### config.mk
export PLATFORM = sky130hd
export DESIGN_NAME = ulbp_back
export DESIGN_NICKNAME = d
export VERILOG_FILES = /design/src/design/ulbp_pkg.sv /design/src/design/ulbp_back.sv
export SDC_FILE = /design/constraint.sdc
export NUM_CORES = 1
export LEC_CHECK = 0
export ABC_AREA = 1
export ABC_CLOCK_PERIOD_IN_PS = 3800
export BUFFER_PORTS_ARGS = -buffer_cell sky130_fd_sc_hd__buf_2
export CELL_PAD_IN_SITES_DETAIL_PLACEMENT = 1
export CELL_PAD_IN_SITES_GLOBAL_PLACEMENT = 1
export CORE_MARGIN = 2
export CORE_UTILIZATION = 44
export DETAILED_ROUTE_END_ITERATION = 6
export PLACE_DENSITY = 0.88
export SLEW_MARGIN = 15
export SYNTH_ARGS = -nofsm -noshare
export SYNTH_HDL_FRONTEND = slang
export SYNTH_SLANG_ARGS = --single-unit
### constraint.sdc
create_clock -name clk -period 3.8 [get_ports clk]
set_clock_uncertainty 0.15 [all_clocks]
set_input_delay 0.19 -clock clk [delete_from_list [all_inputs] [get_ports clk]]
set_output_delay 0.19 -clock clk [all_outputs]
set_load 0.02 [all_outputs]
### src/design/ulbp_pkg.sv
package ulbp_pkg;

	localparam int PIX_W = 16;
	localparam int CX_W  = 14;
	localparam int CY_W  = 14;
	localparam int REM_W = 10;
	localparam int BIN_W = 6;

	localparam logic [7:0] REG_IMAGE_WIDTH     = 8'd0;
	localparam logic [7:0] REG_IMAGE_HEIGHT    = 8'd1;
	localparam logic [7:0] REG_CELL_SIZE       = 8'd2;
	localparam logic [7:0] REG_TRANSPOSED_MODE = 8'd3;

	localparam logic [BIN_W-1:0] BIN_CONSTANT = 6'd56;
	localparam logic [BIN_W-1:0] BIN_OTHER    = 6'd57;
	localparam int RUN_LENGTHS = 7;

	typedef struct packed {
		logic [7:0]             code;
		logic signed [CX_W-1:0] qx;
		logic [REM_W-1:0]       rx;
		logic signed [CY_W-1:0] qy;
		logic [REM_W-1:0]       ry;
	} job_t;

	// Map an 8-bit pattern to its uniform bin; transposed patterns are
	// undone first (rotate right by 3, then reverse the bit order).
	function automatic logic [BIN_W-1:0] lbp_bin(input logic [7:0] code, input logic transp);
		logic [7:0] r;
		logic [7:0] s;
		logic [3:0] trans;
		logic [3:0] ones;
		logic [2:0] lead;
		begin
			r = {code[2:0], code[7:3]};
			for (int k = 0; k < 8; k++) begin
				s[k] = transp ? r[7-k] : code[k];
			end
			trans = '0;
			ones = '0;
			lead = '0;
			for (int k = 0; k < 8; k++) begin
				trans = trans + 4'(s[k] ^ s[(k+1)%8]);
				ones = ones + 4'(s[k]);
				if (s[k] && !s[(k+7)%8]) begin
					lead = 3'(k);
				end
			end
			if (s == 8'h00 || s == 8'hff) begin
				lbp_bin = BIN_CONSTANT;
			end else if (trans != 4'd2) begin
				lbp_bin = BIN_OTHER;
			end else begin
				lbp_bin = 6'(6'(lead) * 6'(RUN_LENGTHS) + 6'(ones) - 6'd1);
			end
		end
	endfunction

endpackage

### src/design/ulbp_back.sv
module ulbp_back #(
	parameter int WEIGHT_FRAC_BITS = 8
) (
	input  logic                         clk,
	input  logic                         arst_n,
	input  logic                         job_valid,
	output logic                         job_ready,
	input  ulbp_pkg::job_t               job,
	input  logic [8:0]                   c_eff,
	input  logic                         transp,
	output logic                         out_valid,
	input  logic                         out_ready,
	output logic [ulbp_pkg::BIN_W-1:0]   out_bin,
	output logic [10:0]                  out_cx,
	output logic [12:0]                  out_cy,
	output logic [WEIGHT_FRAC_BITS-1:0]  out_wx,
	output logic [WEIGHT_FRAC_BITS-1:0]  out_wy
);
	localparam int NW = WEIGHT_FRAC_BITS;
	localparam int SW = (NW > 1) ? $clog2(NW) : 1;
	localparam int RW = ulbp_pkg::REM_W;
	localparam logic [1:0] ST_IDLE = 2'd0;
	localparam logic [1:0] ST_DIV  = 2'd1;
	localparam logic [1:0] ST_HOLD = 2'd2;

	logic [1:0] state_q;
	logic [SW-1:0] step_q;
	logic [RW-1:0] remx_q, remy_q, d_q;
	logic [NW-1:0] wx_q, wy_q;
	logic [ulbp_pkg::BIN_W-1:0] bin_q;
	logic [10:0] cx_q;
	logic [12:0] cy_q;
	logic [RW:0] tx, ty;
	logic out_free;

	assign job_ready = state_q == ST_IDLE;
	assign out_free = !out_valid || out_ready;
	assign tx = {remx_q, 1'b0};
	assign ty = {remy_q, 1'b0};

	always_ff @(posedge clk) begin
		unique case (state_q)
			ST_IDLE: begin
				remx_q <= job.rx;
				remy_q <= job.ry;
				d_q <= {c_eff, 1'b0};
				bin_q <= ulbp_pkg::lbp_bin(job.code, transp);
				cx_q <= job.qx[10:0];
				cy_q <= job.qy[12:0];
			end
			ST_DIV: begin
				if (tx >= (RW+1)'(d_q)) begin
					remx_q <= RW'(tx - (RW+1)'(d_q));
					wx_q <= {wx_q[NW-2:0], 1'b1};
				end else begin
					remx_q <= RW'(tx);
					wx_q <= {wx_q[NW-2:0], 1'b0};
				end
				if (ty >= (RW+1)'(d_q)) begin
					remy_q <= RW'(ty - (RW+1)'(d_q));
					wy_q <= {wy_q[NW-2:0], 1'b1};
				end else begin
					remy_q <= RW'(ty);
					wy_q <= {wy_q[NW-2:0], 1'b0};
				end
			end
			ST_HOLD: begin
				if (out_free) begin
					out_bin <= bin_q;
					out_cx <= cx_q;
					out_cy <= cy_q;
					out_wx <= wx_q;
					out_wy <= wy_q;
				end
			end
			default: begin
			end
		endcase
	end

	always_ff @(posedge clk or negedge arst_n) begin
		if (!arst_n) begin
			state_q <= ST_IDLE;
			step_q <= '0;
			out_valid <= 1'b0;
		end else begin
			if (out_valid && out_ready) begin
				out_valid <= 1'b0;
			end
			unique case (state_q)
				ST_IDLE: begin
					step_q <= '0;
					if (job_valid) begin
						state_q <= ST_DIV;
					end
				end
				ST_DIV: begin
					step_q <= step_q + SW'(1);
					if (step_q == SW'(NW - 1)) begin
						state_q <= ST_HOLD;
					end
				end
				ST_HOLD: begin
					if (out_free) begin
						out_valid <= 1'b1;
						state_q <= ST_IDLE;
					end
				end
				default: begin
					state_q <= ST_IDLE;
				end
			endcase
		end
	end
endmodule

==> out/metrics.cfg, run 1 <==
[pwr]
total_power_mw=6.92
switching_power_mw=2.76
ir_worst_vdd_mv=0.450
p_per_area_mw_per_mm2=788
power_frac_seq_pct=33.5
intPower_mw=4.16
clock_power_share_pct=23.4
p_sw_share_pct=39.9
leakagePower_nw=4.04
power_frac_comb_pct=43.0

[logic_synthesis]
syn_area_per_cell_um2=11.0
syn_inst=599
ys_types=35
yosysWarnings=0
yosysSeqAreaShare_pct=57.2
synth-async-reset-ratio_pct=4.72
synth_top_area_share_pct=54.9
synth_edf_count=121
syn-num-nets=734
yosys.area.top_type=edfxtp_1
synth_flop_cell=edfxtp_1
syn_area_mm2=0.00661
yosysMostFrequentCell=nand2_1
synth_area_leaders=edfxtp_1 (55%), ha_1 (9.8%), nand2_1 (8.0%)
yosys-top-cells-count=nand2_1 (141), edfxtp_1 (121), inv_1 (107)
synth-seq-cells=127

[setup_path]
start_kind=input pin
rrSetupSlack_ps=1140
worst_ep_required_time_ps=3820
cp.arrival_ps=3690
worstPathMaxFanout=12
reg2reg_to=out_wx[4]
worst_r2r_path_depth=5
cp_slowest_cell=fa_1
path_cells=buf_6 > o21ai_2 > buf_4 > inv_1 > ha_1 > o21ai_2 > nand2_2 > a21oi_4 > fa_1 > inv_1 > fa_1 > inv_1 > fa_1 > ha_1 > inv_1 > fa_1 > nor2_1 > a211oi_2 > a21oi_1 > o21ai_1
critical_path_class=in -> reg
worstReg2RegStart=state_q[1]
slowest_delay_ps=430
crit_path_end_kind=register

[detailed_routing]
antenna_left=0
drt-pass1-iter-count=4
vias=5023
drt_iter0_drc=292
vias_per_cell=5.03
drc_errors=0
wl_per_cell_um=19.0
drt_wl_total_um=19000

[placed_design]
place_ws_ps=-513
io_buffers=113
hpwl_um=12700
gp_congestion=0.922

[global_routing]
use_met1_pct=27.9
grt.overflow.total=0
antenna_found_initial=0
grt_pass1_vias=5679
grt.met2_usage_pct=45.1
grt_pass1_wl_um=29800
grt.total_usage_pct=24.5
met3_usage_pct=5.44
top_usage_layer=met2
grt_max_degree=40

[cells_and_area]
nNetsFinal=937
n_fill_cell=1577
fin_util_pct=60.1
multi_input_area_mm2=0.00244
antenna_cells=0
seq_area_mm2=0.00378
synthToLayoutAreaGrowth_pct=32.6
layout-drive-gt1-share_pct=25.3

[die]
ios=118
initial_utilization_pct=45.3
die_w_um=127
die_h_um=127
row_count=44
die-area_mm2=0.0160
core_area_mm2=0.0146

[worst_hold_path]
min_path_type=in -> reg
hp-start=job[49]
holdPathStages=5
holdPathEnd=bin_q[0]

[run_status]
status=complete, no violations

[sta]
setup_ws_ps=133
drv_slew=0
hold_viol_final=0
period_minus_slack_ps=3670
fmax_ghz=0.273
setup-violations-final=0
slew_headroom_pct=36.9
tightestPinTransition_ps=946
finalCritPeriodShare_pct=96.5
timing.hold.ws_ps=235

[clock_network]
cts.sinks=127
clock-root-buffer=clkbuf_16
clock_latency_ps=430
cts_buffers=17
clk_transition_reported_paths_ps=60
cts_tree=done
clk_path_buf_depth=2
htreeDepth=4

[job]
drv_cap=0

-- area by class of cell --
| type | count | area share (%) |
|---|---|---|
| clock inverter | 15 | 1.83 |
| sequential | 127 | 43.1 |
| clock buffer | 17 | 4.85 |
| inverter | 108 | 4.62 |
| timing repair buffer | 193 | 15.1 |
| tap | 184 | 2.62 |
| multi-input combinational | 355 | 27.8 |
-- registers in the layout, summed over array words and instances, names as in the netlist --
name,count
bin_q,6
cx_q,11
cy_q,13
d_q,9
out_bin,6
out_cx,11
out_cy,13
out_valid,1
out_wx,8
out_wy,8
remx_q,10
remy_q,10
state_q,2
step_q,3
wx_q,8
wy_q,8
-- how the worst max path moves through the flow --
| stage | start | end | slack (ps) | cells after the start |
|---|---|---|---|---|
| final | transp | bin_q[5] | 130 | 20 |
| after floorplan | transp | bin_q[5] | -20 | 13 |
| after CTS | transp | bin_q[5] | 40 | 22 |
| after global routing | job[50] | bin_q[5] | -80 | 23 |
| after detailed placement | transp | bin_q[5] | -510 | 21 |
| after global placement | transp | bin_q[0] | -180 | 15 |
-- cells by family after synthesis --
group | Yosys count | share of synthesized area, %
AOI/OAI and AO/OA | 31 | 2.90
buffers and inverters | 117 | 7.08
DFF | 127 | 57.2
xor gates and xnor gates | 10 | 1.32
and+or+nand+nor | 249 | 17.7
adders and majority gates | 65 | 13.8
-- stage by stage --
step	TNS [ps]	area [um2]	std cells
2_1_floorplan	-18.4	6660	599
3_3_place_gp	-625	7580	909
3_5_place_dp	-2000	7580	909
4_1_cts	0	8740	998
5_1_grt	-81.6	8770	999
6_report	0	8770	999
-- repair_timing --
action | 4_1_cts | 5_1_grt
hold buffers | 57 | 0
cloned | 0 | 0
pin swaps | 0 | 2
endpoints found under the hold margin | 61 | 0
resized for setup | 2 | 7
setup buffers | 0 | 1
setup endpoints to repair | 1 | 2
-- layer usage --
metal | wire (um) | share of wire, %
met5 | 0 | 0
met4 | 398 | 2.1
met3 | 824 | 4.3
met2 | 10400 | 54
met1 | 7430 | 39
-- power groups by stage --
stage                     Sequential [mW]  Clock, mW  Combinational [mW]
after detailed placement             2.33          0                2.78
after global placement               2.29          0                2.54
after CTS                            2.31       1.63                2.92
after global routing                 2.35       1.69                3.32
after floorplan                      2.26          0                2.04
final                                2.32       1.62                2.98
-- worst max-delay path, delay by kind of cell --
kind | cells | cell delay, ps
compound gates | 6 | 890
buf+inv | 6 | 550
simple gates | 2 | 290
fa+ha+maj | 6 | 1770
-- layout by cell type (no fill, tap or decap), types with 13 or more instances in the layout --
cell type,count
buf_2,112
buf_4,22
clkbuf_16,17
dlygate4sd3_1,57
edfxtp_1,121
fa_1,13
ha_1,50
inv_1,106
nand2_1,139
nand3_1,48
nor2_1,21
No activity file was read; power rests on OpenSTA's default activity.
==> inputs of run 2 (changes only) <==
ABC_CLOCK_PERIOD_IN_PS = 4500   (was 3800)
CORE_UTILIZATION = 45   (was 44)
GPL_ROUTABILITY_DRIVEN = 0   (was default)
GPL_TIMING_DRIVEN = 1   (was default)
PLACE_DENSITY = 0.89   (was 0.88)
clock period = 4.5 ns   (was 3.8 ns; I/O delays follow)
==> out/metrics.cfg, run 2 (synthesis results as in run 1) <==
[job]
drv_cap=0  ; unchanged

[cells_and_area]
final_cell_mix=nand2_1 (141), edfxtp_1 (121), buf_2 (113)
nNetsFinal=917  ; -2.1%
mostFrequentLayoutCell=nand2_1
top_regs=cy_q x13, out_cy x13
synthToLayoutAreaGrowth_pct=28.9
final_cell_area_mm2=0.00852  ; -2.8%
layout-drive-gt1-share_pct=22.2  ; -3.1 points
fin_util_pct=59.1  ; -1.0 points

[clock_network]
clk_path_buf_depth=2  ; unchanged
cts_tree=done
clock-root-buffer=clkbuf_16
htreeDepth=4  ; unchanged
cts.sinks=127  ; unchanged
clock_latency_ps=410  ; -20 ps
post-cts-setup-buffers=0  ; unchanged
cts_buffers=17  ; unchanged
clk_transition_reported_paths_ps=60  ; about the same

[pwr]
total_power_mw=5.73  ; -17%
ir_worst_vdd_mv=0.363  ; -19%
p_per_area_mw_per_mm2=672  ; -15%
leakagePower_nw=3.92  ; -3.0%

[sta]
slew_headroom_pct=34.7  ; -2.1 points
drv_slew=0  ; unchanged
hold_viol_final=0  ; unchanged
fmax_ghz=0.244
setup-violations-final=0  ; unchanged
finalCritPeriodShare_pct=91.1
tightestPinTransition_ps=978  ; +31.8 ps
grt_setup_unrepaired=false
period_minus_slack_ps=4100

[worst_hold_path]
hp-start=job[24]
min_path_type=in -> reg
holdPathStages=3  ; -2
holdPathEnd=remx_q[0]

[setup_path]
start_kind=input pin
slowest_delay_ps=540  ; +110 ps
crit_path_end_kind=register
rrSetupSlack_ps=1500  ; +360 ps
cp.arrival_ps=4080  ; +390 ps
cp_common_cell=fa_1
reg2reg_to=out_wx[1]
worst_ep_required_time_ps=4480  ; +660 ps
worst_r2r_path_depth=5  ; unchanged
cp_slowest_cell=fa_1
critical_path_class=in -> reg
worstReg2RegStart=state_q[1]
path_cells=buf_2 > o21ai_0 > ha_1 > inv_1 > fa_1 > fa_1 > fa_1 > inv_1 > ha_1 > fa_1 > nor3b_2 > nand3_1 > a21oi_1 > o21ai_0
worstPathMaxFanout=12  ; unchanged

[die]
core_area_mm2=0.0144  ; -1.1%
die_w_um=125  ; -1.1%
initial_utilization_pct=45.8  ; +0.52 points
row_count=44  ; unchanged
ios=118  ; unchanged
die-area_mm2=0.0157  ; -2.2%
die_h_um=125  ; -1.1%

[global_routing]
grt_pass1_vias=5678  ; -0.018%
grt.overflow.total=0  ; unchanged
grt_pass1_wl_um=29500  ; -0.76%
antenna_found_initial=2  ; +2
grt.total_usage_pct=24.5  ; about the same
grt_max_degree=42  ; +5.0%

[detailed_routing]
vias=5031  ; +0.16%
drc_errors=0  ; unchanged
vias_per_cell=5.13  ; +2.1%
wl_per_cell_um=18.9  ; -0.72%
drt_iter0_drc=308  ; +5.5%
antenna_left=0  ; unchanged
drt-pass1-iter-count=6  ; +2
drt_wl_total_um=18500  ; -2.6%

[placed_design]
hpwl_um=12300  ; -3.1%
io_buffers=113  ; unchanged
dpl_cell_area_mm2=0.00740  ; -2.4%

[run_status]
status=complete, no violations

[run 2: power by group]
part	switching, mW	total (mW)	leakage (nW)	internal [mW]
Sequential	0.168	1.96	1.22	1.79
Combinational	1.62	2.49	2.44	0.861
Clock	0.526	1.28	0.262	0.758
Total	2.32	5.73	3.92	3.41
[run 2: final cells by class]
class                      instances  area (um2)
fill                            1606        5900
sequential                       127        3780
multi-input combinational        355        2390
timing repair buffer             173        1170
clock buffer                      18         429
inverter                         108         405
tap                              184         230
clock inverter                    13         115
antenna                            2        5.00
[run 2: how the worst max path moves through the flow]
stage,start,end
floorplan,transp,bin_q[5]
global placement,transp,bin_q[5]
detailed placement,transp,bin_q[5]
CTS,transp,bin_q[5]
global route,transp,bin_q[5]
finish,transp,bin_q[5]
[run 2: metrics by stage]
| stage | hold WS, ps | std cells | setup TNS, ps | setup slack (ps) |
|---|---|---|---|---|
| 2_1_floorplan | -221 | 599 | 0 | 209 |
| 3_3_place_gp | -101 | 891 | 0 | 152 |
| 3_5_place_dp | -90.5 | 891 | -139 | -124 |
| 4_1_cts | 3.22 | 977 | 0 | 299 |
| 5_1_grt | 4.51 | 980 | 0 | 103 |
| 6_report | 22.1 | 980 | 0 | 399 |
[run 2: timing repair]
| action | 4_1_cts | 5_1_grt |
|---|---|---|
| hold endpoints to repair | 60 | 0 |
| endpoints found under the setup margin | 0 | 1 |
| hold buffers | 55 | 0 |
| gates resized for setup | 0 | 2 |
[run 2: worst max-delay path: cells and delay by family]
family | cells | cell delay [ps]
compound gates | 3 | 630
fa+ha+maj | 6 | 2500
buf+inv | 3 | 300
simple gates | 2 | 430
[run 2: routing by layer]
metal,GRT usage [%],share of wire [%]
met2,45.7,55
met1,27.2,38
met4,11.4,3.4
met3,4.19,3.9
met5,0,0
==> inputs of run 3 (changes only) <==
PLACE_DENSITY = 0.92   (was 0.89)
==> out/metrics.cfg, run 3 (synthesis results as in run 1) <==
[die]
die-area_mm2=0.0157  ; unchanged
core_area_mm2=0.0144  ; unchanged
initial_utilization_pct=45.8  ; unchanged
row_count=44  ; unchanged
die_h_um=125  ; unchanged
ios=118  ; unchanged
die_w_um=125  ; unchanged

[setup_path]
critical_path_class=in -> reg
worst_ep_required_time_ps=4500  ; +20 ps
cp_common_cell=fa_1
crit_path_end_kind=register
worstPathMaxFanout=12  ; unchanged
cp_slowest_cell=fa_1
cp.arrival_ps=4080  ; about the same
path_cells=buf_2 > nand2_1 > o21ai_0 > ha_1 > inv_1 > fa_1 > fa_1 > fa_1 > inv_1 > ha_1 > fa_1 > nor3b_1 > nand3_1 > a21oi_1 > o21ai_0
worst_r2r_path_depth=5  ; unchanged
start_kind=input pin
slowest_delay_ps=540  ; about the same

[sta]
fin_tns_setup_ps=0  ; unchanged
drv_slew=0  ; unchanged
slew_headroom_pct=30.2  ; -4.6 points
grt_setup_unrepaired=false
finalCritPeriodShare_pct=90.7  ; -0.47 points
timing.hold.ws_ps=23.5  ; +1.46 ps
tightestPinTransition_ps=1050  ; +68.5 ps
hold_viol_final=0  ; unchanged
fmax_ghz=0.245  ; +0.52%
setup_ws_ps=420  ; +21.1 ps
setup-violations-final=0  ; unchanged
period_minus_slack_ps=4080  ; -21.1 ps

[cells_and_area]
top_regs=cy_q x13, out_cy x13
synthToLayoutAreaGrowth_pct=29.3
layout-drive-gt1-share_pct=22.4  ; +0.22 points
nNetsFinal=917  ; unchanged
mostFrequentLayoutCell=nand2_1
final_cell_mix=nand2_1 (141), edfxtp_1 (121), buf_2 (113)

[clock_network]
cts_tree=done
cts_resized=0  ; unchanged
clk_path_buf_depth=2  ; unchanged
cts.sinks=127  ; unchanged
clock_latency_ps=410  ; about the same
htreeDepth=4  ; unchanged
cts_buffers=17  ; unchanged
clk_transition_reported_paths_ps=60  ; about the same
clock-root-buffer=clkbuf_16

[global_routing]
grt.overflow.total=0  ; unchanged
antenna_found_initial=0  ; -2
grt.total_usage_pct=25.8  ; +1.3 points
top_usage_layer=met2
use_met1_pct=28.5  ; +1.3 points
met3_usage_pct=4.15  ; -0.043 points
grt_max_degree=42  ; unchanged
grt_pass1_vias=5681  ; +0.053%
grt_pass1_wl_um=30900  ; +4.5%
grt.met2_usage_pct=48.9  ; +3.2 points

[detailed_routing]
vias_per_cell=5.18  ; +0.95%
drt-pass1-iter-count=4  ; -2
drc_errors=0  ; unchanged
antenna_left=0  ; unchanged
drt_iter0_drc=351  ; +14%
drt_wl_total_um=19800  ; +6.9%
wl_per_cell_um=20.2  ; +6.9%
vias=5079  ; +0.95%

[placed_design]
io_buffers=113  ; unchanged
place_ws_ps=-22.1  ; +102 ps
hpwl_um=12300  ; +0.58%

[pwr]
total_power_mw=5.87  ; +2.6%
leakagePower_nw=3.94  ; +0.53%
p_per_area_mw_per_mm2=687  ; +2.2%
ir_worst_vdd_mv=0.367  ; +0.91%

[run_status]
status=complete, no violations

[worst_hold_path]
holdPathStages=3  ; unchanged
min_path_type=in -> reg

[job]
drv_cap=0  ; unchanged

[run 3: final timing paths]
path,start,endpoint,slack (ps)
min in group asynchronous,arst_n,out_valid,30
setup / recovery,transp,bin_q[5],420
hold / removal,job[28],remx_q[4],20
hold reg to reg,cy_q[8],out_cy[8],270
max in group asynchronous,arst_n,step_q[1],3990
setup reg to reg,state_q[1],out_wx[1],1490
[run 3: through the flow]
step | instance area (um2) | utilization (%) | instances
finish | 8550 | 59.3 | 980
global placement | 7400 | 51.3 | 892
detailed placement | 7400 | 51.3 | 892
CTS | 8550 | 59.3 | 979
global route | 8550 | 59.3 | 979
floorplan | 6610 | - | 599
[run 3: critical path, delay by kind of cell]
family                   cells  cell delay [ps]
adder cells (fa/ha/maj)      6             2550
AO/OA/AOI/OAI                3              390
AND/OR/NAND/NOR              3              640
buffers and inverters        3              260
[run 3: power by group]
group          internal (mW)  switching (mW)
sequential              1.79           0.184
clock                  0.837           0.574
combinational          0.847            1.64
[run 3: timing repair]
item | in CTS | in global routing
hold buffers | 55 | 0
endpoints found under the setup margin | 0 | 0
setup buffers | 0 | 0
hold endpoints to repair | 60 | 0
[run 3: layout make-up]
| type | instances | area [um2] |
|---|---|---|
| fillers | 1584 | 5870 |
| flip-flops and latches | 127 | 3780 |
| multi-input cells | 355 | 2380 |
| repair buffers | 173 | 1150 |
| clock buffers | 18 | 429 |
| inverters | 108 | 405 |
| well taps | 184 | 230 |
| clock inverters | 14 | 169 |
| diodes | 1 | 2.50 |
[run 3: routing by layer]
layer,vias up,wire length (um)
met5,-,0
met3,46,776
met4,0,539
met2,161,11000
li1,2345,-
met1,2527,7470
